### src/rtl/dimx_pkg.sv
// shared types, constants and helpers of the dual-index read demultiplexer
package dimx_pkg;

  localparam int MAX_BARCODES_DEF  = 64;
  localparam int BARCODE_BASES_DEF = 8;
  localparam int MAX_READ_LEN_DEF  = 512;

  localparam int PHRED_OFFSET = 33;

  localparam logic ACT_LOAD     = 1'b0;
  localparam logic ACT_POSITION = 1'b1;

  localparam logic [1:0] CAT_MATCHED = 2'd0;
  localparam logic [1:0] CAT_UNKNOWN = 2'd1;
  localparam logic [1:0] CAT_HOPPED  = 2'd2;

  localparam logic REG_QUALITY_CUTOFF  = 1'b0;
  localparam logic REG_BARCODES_IN_USE = 1'b1;

  localparam logic [6:0] QUALITY_CUTOFF_RST  = 7'd30;
  localparam logic [6:0] BARCODES_IN_USE_RST = 7'd24;

  typedef struct packed {
    logic load;
    logic accum;
    logic qual;
    logic scan;
    logic emit;
  } dimx_cmd_t;

  typedef struct packed {
    logic reject;
    logic scan_done;
    logic out_free;
  } dimx_sts_t;

  // complement of one base character
  function automatic logic [7:0] pair_of(input logic [7:0] ch);
    logic [7:0] r;
    case (ch)
      "A":      r = "T";
      "a":      r = "t";
      "T", "U": r = "A";
      "t", "u": r = "a";
      "C":      r = "G";
      "c":      r = "g";
      "G":      r = "C";
      "g":      r = "c";
      "N":      r = "N";
      "n":      r = "n";
      " ":      r = " ";
      default:  r = 8'd0;
    endcase
    return r;
  endfunction

endpackage

### src/rtl/dimx_ctrl.sv
// sequencing of load, position, quality check, table scan and result
module dimx_ctrl (
  input  logic                clk,
  input  logic                rst,
  input  logic                in_valid,
  output logic                in_ready,
  input  logic                action,
  input  logic                last_position,
  input  dimx_pkg::dimx_sts_t sts,
  output dimx_pkg::dimx_cmd_t cmd
);

  typedef enum logic [3:0] {
    ST_IDLE   = 4'b0001,
    ST_QUAL   = 4'b0010,
    ST_SCAN   = 4'b0100,
    ST_RESULT = 4'b1000
  } dimx_state_t;

  dimx_state_t state;
  dimx_state_t state_next;
  logic        accept;

  assign in_ready = state == ST_IDLE;
  assign accept   = in_valid && in_ready;

  always_comb begin
    state_next = state;
    cmd        = '0;
    case (state)
      ST_IDLE: begin
        cmd.load  = accept && action == dimx_pkg::ACT_LOAD;
        cmd.accum = accept && action == dimx_pkg::ACT_POSITION;
        if (cmd.accum && last_position) begin
          state_next = ST_QUAL;
        end
      end
      ST_QUAL: begin
        cmd.qual   = 1'b1;
        state_next = ST_SCAN;
      end
      ST_SCAN: begin
        cmd.scan = 1'b1;
        if (sts.reject || sts.scan_done) begin
          state_next = ST_RESULT;
        end
      end
      ST_RESULT: begin
        if (sts.out_free) begin
          cmd.emit   = 1'b1;
          state_next = ST_IDLE;
        end
      end
      default: begin
        state_next = ST_IDLE;
      end
    endcase
  end

  always_ff @(posedge clk) begin
    if (rst) begin
      state <= ST_IDLE;
    end else begin
      state <= state_next;
    end
  end

  a_emit_free: assert property (@(posedge clk) disable iff (rst)
    cmd.emit |-> sts.out_free)
    else $error("result written over one not yet taken");

  a_last_starts: assert property (@(posedge clk) disable iff (rst)
    accept && action == dimx_pkg::ACT_POSITION && last_position |=> state == ST_QUAL)
    else $error("last position did not start classification");

  a_result_once: assert property (@(posedge clk) disable iff (rst)
    cmd.emit |=> !cmd.emit)
    else $error("two results for one pair");

endmodule

### config.mk
export PLATFORM = sky130hd
export DESIGN_NAME = dimx_ctrl
export DESIGN_NICKNAME = d
export VERILOG_FILES = /design/src/rtl/dimx_pkg.sv /design/src/rtl/dimx_ctrl.sv
export SDC_FILE = /design/constraint.sdc
export NUM_CORES = 1
export LEC_CHECK = 0
export BUFFER_PORTS_ARGS = -buffer_cell sky130_fd_sc_hd__clkbuf_2
export CORE_AREA = 2 2 39 41
export CTS_BUF_LIST = sky130_fd_sc_hd__clkbuf_8
export CTS_CLUSTER_SIZE = 30
export DETAILED_ROUTE_END_ITERATION = 8
export DIE_AREA = 0 0 41 43
export GPL_ROUTABILITY_DRIVEN = 0
export HOLD_SLACK_MARGIN = 0.1
export PLACE_DENSITY_LB_ADDON = 0.05
export SLEW_MARGIN = 20
export SYNTH_ARGS = -nofsm -noshare
export SYNTH_HDL_FRONTEND = slang
export SYNTH_SLANG_ARGS = --single-unit
export TNS_END_PERCENT = 1
### constraint.sdc
create_clock -name clk -period 1.2 [get_ports clk]
set_input_delay 0.12 -clock clk [delete_from_list [all_inputs] [get_ports clk]]
set_output_delay 0.12 -clock clk [all_outputs]
set_load 0.01 [all_outputs]
# [Word-level counts from Yosys, hierarchy flattened]
# Cells that the tools add are included.
[word_totals] latch_bits=0 ramBits=0 elab_cells=24 output_inout_bits=6 romBits=0 ff_bits=4 mem_count=0
[op_classes] magnitude_cmp=0 n_eq_ne=7 n_mul=0 n_div=0 mux=9 shifts=0 reduce_logical=6 n_addsub=0 bitwise=1
[op_table] cell="$pmux W4 S4" n=1
[op_table] cell="$mux W4" n=3
[op_table] cell="$eq A4 B1 Y1 const B" n=1
[op_table] cell="$eq A4 B2 Y1 const B" n=1
[op_table] cell="$eq A4 B3 Y1 const B" n=1
[op_table] cell="$eq A4 B4 Y1 const B" n=1
[op_table] cell="$logic_and A1 B1 Y1" n=4
[op_table] cell="$mux W1" n=4
[op_table] cell="$ne A2 B2 Y1 const B" n=2
[op_table] cell="$reduce_and A3 Y1" n=1
[op_table] cell="$mux W2" n=1
[op_table] cell="$ne A2 B1 Y1 const B" n=1
[op_table] cell="$logic_or A1 B1 Y1" n=1
[op_table] cell="$not A1 Y1" n=1

# [Depth between registers and ports, before layout]
[logic_depth] word_depth=6 mapped_depth=3

# [Least setup slack after synthesis]
# No wires, ideal clock.
[synth_timing] kind="reg-to-reg" start="reg state[1]" end="reg state[0]" required_ns=1.078 slack_ns=-0.122 path_stages_with_launch=4 arrival_time_ns=1.201 setup_ns=0.122 path_cell_list="dfxtp_1 nor4b_2 a21oi_1 a221o_1"
[synth_via] elab_chain_len=6
[synth_rtl] element="start, declared" line_no="dimx_ctrl.sv:20" source="dimx_state_t state;"
[synth_rtl] element="start signal, assigned" line_no="dimx_ctrl.sv:64" source="state <= state_next;"
[synth_rtl] element="$eq A4 B1 Y1" line_no="dimx_ctrl.sv:24, dimx_ctrl.sv:30"
[synth_rtl] element="$logic_and A1 B1 Y1" line_no="dimx_ctrl.sv:25" source="assign accept = in_valid && in_ready;"
[synth_rtl] element="$logic_and A1 B1 Y1" line_no="dimx_ctrl.sv:33" source="cmd.accum = accept && action == dimx_pkg::ACT_POSITION;"
[synth_rtl] element="$logic_and A1 B1 Y1" line_no="dimx_ctrl.sv:34" source="if (cmd.accum && last_position) begin"
[synth_rtl] element="$ne A2 B1 Y1 (no line)"
[synth_rtl] element="$reduce_and A3 Y1 (no line)"
# Parallel ways exist; a longest one is shown, timed or not.
# A chain may end at the register's enable or synchronous reset.

==> summary by stage <==
Status
The run finished, with violations left. The checks that failed: negative setup slack.

Cells and area
The largest registers in the layout are state (4). The fraction of final layout cells sized beyond drive strength 1 is 63.83%. Measured on the finished design, the core utilization comes to ~33%. The filler cell count is 148. The final net count is 57. Summing all non-filler instances in the final layout gives an area of 460.4 um2. The number of diodes is 0. The register name with the most flops is state.

The finished layout holds 63 standard cells, fillers aside. The flip-flop count of the largest register, all copies and words added is 4. The layout overhead on the synthesized area is 84.92%.

Pwr
The proportion of power drawn by the clock network is 56.2%. The switching portion of total power is 20.95%. The switching power total is 0.0001033 W. The worst ir drop on vdd is 0.4503 mV. The internal power contribution is ~0.0004 W. The share of total power in combinational logic is 14.8%.

The power density relative to cell area is 1070 mW/mm2. For this design the static power due to leakage is 0.2012 nW. Sequential cells burn 29.0% of the power.

Global routing
Global routing used between 10% and 20% of the available met1 tracks. The sum of overflow across all layers after global routing is 0. After global routing, the most crowded layer is met2.

In the global route stage, met2 resource usage came out at 15.00%. The first global-routing pass estimated 1214 um of wire. The pin count of the biggest net entering global routing is 8.

Global routing consumed, over all layers together, between 10 and 15% of the routing resources. In the global route stage, met3 resource usage came out at under 10%. The via count of the first global-routing pass was 296. The number of antenna violations at the first check in global routing is 0.

Detailed routing
The average routed wire per standard cell is 11.24 um. The number of search-and-repair iterations in the first detailed-routing pass is 4. The count of nets left with antenna violations once routing finished came out at 0. The number of DRC markers after the initial detailed-route iteration is 4. The sum of routed wire length over all layers is 708 um. The routed via count divided by cell count is 4.444. The total via count after detailed routing is 280. The total DRC errors in the routed layout is 0.

Setup path
The endpoint identified for the worst register-to-register timing path is state[0]. The category of the worst setup path capture point is an output port. The critical path runs through a total of 4 cells. Measured in cells, the most critical reg-to-reg path has a length of 4. The signal on the critical path passes through nor4b_4, nand2_1, nor2_1, buf_2.

The largest single stage delay on the critical path is between 0.3 and 0.4 ns. STA puts the critical path data required time at 1.08 ns. The critical path data arrival time is 1.19 ns. Following the worst setup path forward leads to its endpoint at cmd[4]. The reg2reg setup slack is 0.01 ns.

The largest delay contributor family on the critical path is simple AND/OR/NAND/NOR gates. The critical path launch point type is a flip-flop. The largest individual stage delay along the critical path comes from the cell sky130_fd_sc_hd__dfxtp_4. In this run the worst path has a maximum fanout of 3.

The total buffers and inverters traversed by the critical path is 1. The worst setup path is of the flip-flop to output port kind. The startpoint of the worst-slack reg-to-reg timing path is state[3]. In this run the worst setup path begins at state[3].

Min path
The type of the most critical hold path is input port to flip-flop.

Floorplan
The row count is 14. The die outline height is 43 um. The die footprint is 0.001763 mm2.

The initial core utilization is 17.99%. The width of the chip is 41 um. The core region is 0.001384 mm2.

The count of boundary I/O pins is 14.

Timing
The max-slew violation total from the final report is 0. Setup violations remaining at the end of the flow were counted as 5. The timing-limited maximum frequency is 0.7630 GHz. Setup slack on the critical path of the routed design comes to -0.1105 ns. Across the routed clock network, the largest skew measured is roughly 0.0019 ns. The sum of negative setup slack is -0.4127 ns. Final hold analysis gives a worst-case slack of 0.1149 ns. At the pin with the least slew margin, the transition time is 0.2847 ns.

Setup repair after global routing could not meet its margin everywhere. The final period utilization is 109.2%. The number of hold violations in the final report is 0. The time the worst path needs with I/O delays and setup is 1.311 ns. The headroom to the max-slew limit is 80.75%.

Synthesis
The yosys synthesis warning count is 0. The number of nets in the synthesized netlist is 34. The gate count of the mapped netlist is 26. The cell area that synthesis handed to floorplanning was 249.0 um2. The post-synthesis area per instance is roughly 9.6 um2.

The sequential area share after synthesis is 32.16%. Synthesis inferred 4 register bits. The post-synthesis cell type count is 17.

Placement
The post-detailed-placement cell area is 361.6 um2. The wire-length estimate of the detail-placed layout is 550.9 um. The count of buffers added on input and output ports is 13.

Counting tap cells, the placed design contains a total of 57 instances.

Clocking
Counting along the longest clock path gives a buffer depth of 2. TritonCTS built the clock tree. The clock-pin transition on the worst setup and hold timing paths is roughly 0.03 ns.

The number of clock sinks is 4. The total clock buffers created by CTS is 3. For the worst-skew pair, the clock arrives at the later sink with an insertion delay of 0.21 ns.

The clock root buffer is sky130_fd_sc_hd__clkbuf_8. CTS built an H-tree with a depth of 1.

Run
Max-cap violations in this run came to 0.
## power by group through the flow
stage / sequential [W] / combinational, W / clock [W]
4_1_cts: 0.000144 / 0.0000666 / 0.000286
3_5_place_dp: 0.000149 / 0.0000574 / 0
5_1_grt: 0.000143 / 0.0000805 / 0.000295
2_1_floorplan: 0.000147 / 0.0000292 / 0
3_3_place_gp: 0.000149 / 0.0000575 / 0
6_report: 0.000143 / 0.0000729 / 0.000277
## worst min-delay path by stage
| stage | startpoint | endpoint | slack [ns] | depth (start not counted) |
|---|---|---|---|---|
| 2_1_floorplan | rst | state[3] | 0.19 | 1 |
| 3_3_place_gp | rst | state[3] | 0.35 | 2 |
| 3_5_place_dp | rst | state[3] | 0.35 | 2 |
| 4_1_cts | rst | state[3] | 0.11 | 2 |
| 5_1_grt | rst | state[1] | 0.13 | 2 |
| 6_report | rst | state[1] | 0.11 | 2 |
## synth_stat cells, drive strengths merged
| master | number | area share (%) |
|---|---|---|
| a221o | 1 | 4.0 |
| inv | 1 | 1.5 |
| nand2 | 2 | 3.0 |
| dfxtp | 4 | 32 |
| nand4bb | 1 | 4.5 |
| nor3 | 1 | 2.0 |
| nor2 | 3 | 4.5 |
| o21ai | 1 | 2.0 |
| nand4 | 1 | 2.5 |
| and4b | 1 | 4.0 |
| and3 | 1 | 2.5 |
| a21oi | 3 | 6.0 |
| nor4b | 4 | 25 |
| nor4 | 1 | 2.5 |
| xor2 | 1 | 3.5 |
## per-layer routing
metal | wire length, um | up-vias | share of wire (%)
met5 | 0 | - | 0
met4 | 0 | 0 | 0
met3 | 66 | 0 | 9.3
met2 | 345 | 12 | 49
met1 | 296 | 123 | 42
li1 | - | 145 | -
## stage by stage
step                      worst slack (ns)  power (W)
after floorplan                    0.02402  0.0001767
after global placement            -0.04264  0.0002068
after detailed placement          -0.01968  0.0002065
after CTS                          -0.1252  0.0004964
after global routing               -0.2252  0.0005189
final                              -0.1105  0.0004929
## cells by family after synthesis
| family | Yosys count | share of synthesized area [%] |
|---|---|---|
| buffers and inverters | 1 | 1.506 |
| xor gates and xnor gates | 1 | 3.518 |
| AOI/OAI and AO/OA | 5 | 12.06 |
| DFF | 4 | 32.16 |
| and+or+nand+nor | 15 | 50.76 |
## layout make-up
type	count	area [um2]	share of cell area [%]
Clock buffer	3	41.29	8.967
Sequential cell	4	92.59	20.11
Timing Repair Buffer	18	121.4	26.36
Inverter	1	3.754	0.8152
Multi-Input combinational cell	21	181.4	39.40
Tap cell	16	20.02	4.348
## layout by cell type (no fill, tap or decap), types with 2 or more instances in the layout
cell type,Yosys,layout
sky130_fd_sc_hd__nand2_1,2,2
sky130_fd_sc_hd__dfxtp_4,0,3
sky130_fd_sc_hd__a21oi_1,3,3
sky130_fd_sc_hd__buf_4,0,4
sky130_fd_sc_hd__clkbuf_8,0,3
sky130_fd_sc_hd__nor4b_4,1,2
sky130_fd_sc_hd__clkbuf_2,0,9
sky130_fd_sc_hd__nor2_1,3,2
sky130_fd_sc_hd__buf_2,0,3
## timing repair
| action | 4_1_cts | 5_1_grt |
|---|---|---|
| setup buffers | 3 | 0 |
| gates resized for setup | 3 | 8 |
| hold buffers | 0 | 0 |
| pin swaps | 3 | 2 |
| cloned | 0 | 0 |
| endpoints found under the setup margin | 6 | 9 |
No activity file was read; power rests on OpenSTA's default activity.
